<file path="config.mk">
export PLATFORM = sky130hd
export DESIGN_NAME = pst_ctrl
export DESIGN_NICKNAME = d
export VERILOG_FILES = /design/src/sv/pst_pkg.sv /design/src/sv/pst_ctrl.sv
export SDC_FILE = /design/constraint.sdc
export NUM_CORES = 1
export LEC_CHECK = 0
export BUFFER_PORTS_ARGS = -buffer_cell sky130_fd_sc_hd__buf_2
export CORE_AREA = 2 2 39 41
export DETAILED_ROUTE_END_ITERATION = 6
export DIE_AREA = 0 0 41 43
export GPL_TIMING_DRIVEN = 0
export PLACE_DENSITY = 0.41
export SYNTH_ARGS = -nofsm -noshare
export SYNTH_HDL_FRONTEND = slang
export SYNTH_SLANG_ARGS = --single-unit
</file>
<file path="constraint.sdc">
create_clock -name clk -period 2.4 [get_ports clk]
set_clock_uncertainty 0.2 [all_clocks]
set_input_delay 0.12 -clock clk [delete_from_list [all_inputs] [get_ports clk]]
set_output_delay 0.12 -clock clk [all_outputs]
set_load 0.05 [all_outputs]
</file>
<file path="src/sv/pst_pkg.sv">
`timescale 1ns / 1ps

package pst_pkg;

  localparam int DEFAULT_ENTRIES = 32;

  localparam logic [1:0] OP_ALLOC  = 2'd0;
  localparam logic [1:0] OP_RECORD = 2'd1;
  localparam logic [1:0] OP_CLEAR  = 2'd2;
  localparam logic [1:0] OP_READ   = 2'd3;

  localparam logic [1:0] ST_OK        = 2'd0;
  localparam logic [1:0] ST_FULL      = 2'd1;
  localparam logic [1:0] ST_BAD_INDEX = 2'd2;

  localparam logic [63:0] NO_MIN = '1;

  typedef struct packed {
    logic [1:0]  operation;
    logic [4:0]  probe_index;
    logic [63:0] cycles;
  } pst_req_t;

  typedef struct packed {
    logic [1:0]  status;
    logic [4:0]  entry_index;
    logic [31:0] sample_count;
    logic [63:0] cycle_sum;
    logic [63:0] cycle_min;
    logic [63:0] cycle_max;
  } pst_rsp_t;

  typedef struct packed {
    logic [31:0] count;
    logic [63:0] sum;
    logic [63:0] min;
    logic [63:0] max;
  } pst_entry_t;

  localparam pst_entry_t ENTRY_INIT = '{count: 32'd0, sum: 64'd0, min: NO_MIN, max: 64'd0};

  // Controller to datapath
  typedef struct packed {
    logic accept;
    logic clear_step;
    logic finish;
  } pst_cmd_t;

  // Datapath to controller
  typedef struct packed {
    logic start_walk;
    logic walk_last;
    logic slot_free;
  } pst_sts_t;

endpackage

</file>
<file path="src/sv/pst_ctrl.sv">
`timescale 1ns / 1ps

module pst_ctrl (
  input  logic              clk,
  input  logic              rst,
  input  logic              req_valid,
  output logic              req_stall,
  input  pst_pkg::pst_sts_t sts,
  output pst_pkg::pst_cmd_t cmd
);
  import pst_pkg::*;

  typedef enum logic [2:0] {
    S_IDLE   = 3'b001,
    S_CLEAR  = 3'b010,
    S_FINISH = 3'b100
  } state_t;

  state_t state;
  state_t state_next;

  always_ff @(posedge clk) begin
    if (rst) begin
      state <= S_IDLE;
    end else begin
      state <= state_next;
    end
  end

  always_comb begin
    state_next = state;
    cmd        = '0;
    req_stall  = 1'b1;
    unique case (state)
      S_IDLE: begin
        req_stall  = 1'b0;
        cmd.accept = req_valid;
        if (req_valid) begin
          state_next = sts.start_walk ? S_CLEAR : S_FINISH;
        end
      end
      S_CLEAR: begin
        cmd.clear_step = 1'b1;
        if (sts.walk_last) begin
          state_next = S_FINISH;
        end
      end
      S_FINISH: begin
        // hold until the result register can take the response
        cmd.finish = sts.slot_free;
        if (sts.slot_free) begin
          state_next = S_IDLE;
        end
      end
      default: begin
        state_next = S_IDLE;
      end
    endcase
  end

endmodule

</file>
==> run summary <==
Min Tclk post-route -> 1.71 ns
Initial drt markers -> 2
CTS resizes -> 0
Top flop regs -> state: 3 flops
First-pass iteration count of the detailed router -> 2
N_diodes -> 0
Max reg flops -> 3
Number of global-route vias before repair -> 218
Psw -> 73.8 uW
Final HPWL DP -> 377 um
Gate power share -> 27.4%
Worst skew pair latency -> 0.24 ns
DRC violations left -> 0
CTS Buf Count -> 3
Placer congestion estimate -> 0.641
Mapped Cells -> 19
Sw frac -> 35.0%
RSZ-0062 raised after global routing -> false
Total Neg Setup Slack -> 0 ns
Finish-stage setup viols -> 0
Number of fill cells -> 157
Slowest-stage cell, CP -> dfxtp_1
CP max stage delay -> 0.42 ns
P_leak -> 0.000122 uW
Ys Warns -> 0
Syn_nets -> 25
Setup WS pre-CTS -> 0.950 ns
Maxcap violations -> 0
Status -> finished, final reports clean
Clock-pin slew on the worst setup and hold paths -> 0.04 ns
CTS tree -> yes
Share of post-route cells with drive strength above 1 -> 54.5%
Die X -> 41 um
Startpoint class of the critical path -> flip-flop
Routed WL per cell -> 9.71 um
Pin count of the biggest net entering global routing -> 6
Hold_buf cts -> 1
Crit. Startpoint -> state[0]$_SDFFE_PP1P_
Clock net sink count -> 3
Hold path startpoint -> sts[2]
Synthesis-to-finish area growth -> 58.5%
Slew margin rel. -> 76.3%
Post-CTS Setup Bufs -> 0
Core ar. -> 1380 um2
Max-slew violation count -> 0
Ports -> 10
Initial antenna violation count -> 0
Worst Path Required -> 2.08 ns
Vias/cell -> 4.29
Sequential area share after synthesis -> 32.7%
FP Rows -> 14
Reg2reg start -> state[0]$_SDFFE_PP1P_
Vias -> 210
Final ANT Viol Nets -> 0
Synth cell types -> 15
Synth top area cells -> dfxtp_1, a2111oi_2, nor3b_1
Worst setup EP type -> output port
Root buf cell -> clkbuf_4
Clock share of power -> 43.4%
Proportion of power drawn by flip-flops and latches -> 29.2%
PnR worst setup slack -> 0.690 ns
Die area -> 1760 um2
Max Freq -> 585 MHz
Critical path fanouts, max -> 5
Syn avg cell area -> 9.68 um2
Final #Nets -> 40
Total global routing track utilization -> 7.31%
Worst-path cell chain -> nor2b_2 -> and3_1 -> buf_2
Critical Path AT -> 1.39 ns
Cell taking the most area after synthesis -> dfxtp_1
Grt ovf -> 0
H-tree levels -> 1
Critical path class -> reg -> out
Cell-internal power -> 137 uW
Clock Tree Buf Depth -> 2
Yosys reg bits -> 3
Crit share post-route -> 71.2%
Initial Util -> 13.3%
Count of buffers from port buffering -> 9
Post-synth top area share -> 32.7%
Pwr dens -> 723 nW/um2
First-pass GRT wire length -> 800 um
Final wirelength -> 476 um
Die Y -> 43 um
Worst hold path class -> in -> reg
Worst VDD drop -> 0.0945 mV
Final Hold Fails -> 0
Tightest Pin Transition -> 0.355 ns
Mapped Area -> 184 um2
Largest Register -> state
## layout by cell type (no fill, tap or decap)
cell / instances
buf_2: 9
inv_1: 1
a2111oi_2: 1
a311oi_1: 1
nor3b_1: 2
nor2b_2: 1
nor3b_2: 1
and3_1: 1
nand2_1: 2
dfxtp_1: 3
o31ai_1: 1
inv_2: 1
nor3_1: 1
clkbuf_4: 3
nor4b_2: 2
dlygate4sd3_1: 1
a31oi_1: 1
clkbuf_1: 1
## synthesized netlist by cell type
cell type and n:
nor2b_2 1, inv_1 1, a31oi_1 1, a311oi_1 1, nor4b_1 1, nor4b_2 1, inv_2 1, a2111oi_2 1
nor3b_1 2, and3_1 1, nor3b_2 1, o31ai_1 1, nand2_1 2, dfxtp_1 3, nor3_1 1
## power groups by stage
stage / Combinational, uW / Clock (uW) / Sequential [uW]
global route: 62.5 / 95.8 / 62.9
global placement: 56.7 / 0 / 62.5
floorplan: 43.0 / 0 / 61.0
detailed placement: 57.1 / 0 / 62.4
finish: 57.8 / 91.5 / 61.6
CTS: 58.3 / 95.7 / 61.6
## metal layers
metal / routed length [um] / global-route usage, % / vias to the layer above
li1: - / - / 103
met1: 174 / 6.71 / 96
met2: 254 / 10.6 / 9
met3: 26 / 1.57 / 2
met4: 20 / 10.0 / 0
met5: 0 / 0 / -
## worst paths after layout
path / endpoint / cells past startpoint / slack (ns)
min reg2reg: state[1]$_SDFFE_PP0P_ / 1 / 0.36
min: state[1]$_SDFFE_PP0P_ / 3 / 0.02
max: cmd[2] / 3 / 0.69
max reg2reg: state[2]$_SDFFE_PP0P_ / 3 / 1.02
## area by class of cell
cell class | instances | area (um2) | share of cell area [%]
clock buffer | 4 | 26.3 | 9.01
inverter | 2 | 7.51 | 2.58
multi-input combinational | 14 | 123 | 42.1
sequential | 3 | 60.1 | 20.6
tap | 16 | 20.0 | 6.87
timing repair buffer | 10 | 55.1 | 18.9
## per-stage QoR
step	cell area (um2)	hold WS (ns)	std cells	util [%]	total power, uW
6_report	292	0.0231	49	21.1	211
3_5_place_dp	255	0.130	44	18.4	120
2_1_floorplan	190	-0.0111	19	-	104
3_3_place_gp	255	0.131	44	18.4	119
4_1_cts	292	0.0233	49	21.1	216
5_1_grt	292	0.0600	49	21.1	221
## worst max-delay path: cells and delay by family, from the launching register on
kind,cells,cell delay (ns)
buf+inv,1,0.27
flops,1,0.42
simple gates,2,0.46
## cells by family (layout without fill, tap and decap cells)
| family | Yosys count | in the layout | synth area share (%) |
|---|---|---|---|
| DFF | 3 | 3 | 32.7 |
| AOI/OAI and AO/OA | 4 | 4 | 20.4 |
| and+or+nand+nor | 10 | 10 | 42.9 |
| buffers and inverters | 2 | 16 | 4.08 |
Note: power is estimated with default switching activity, not from simulation.
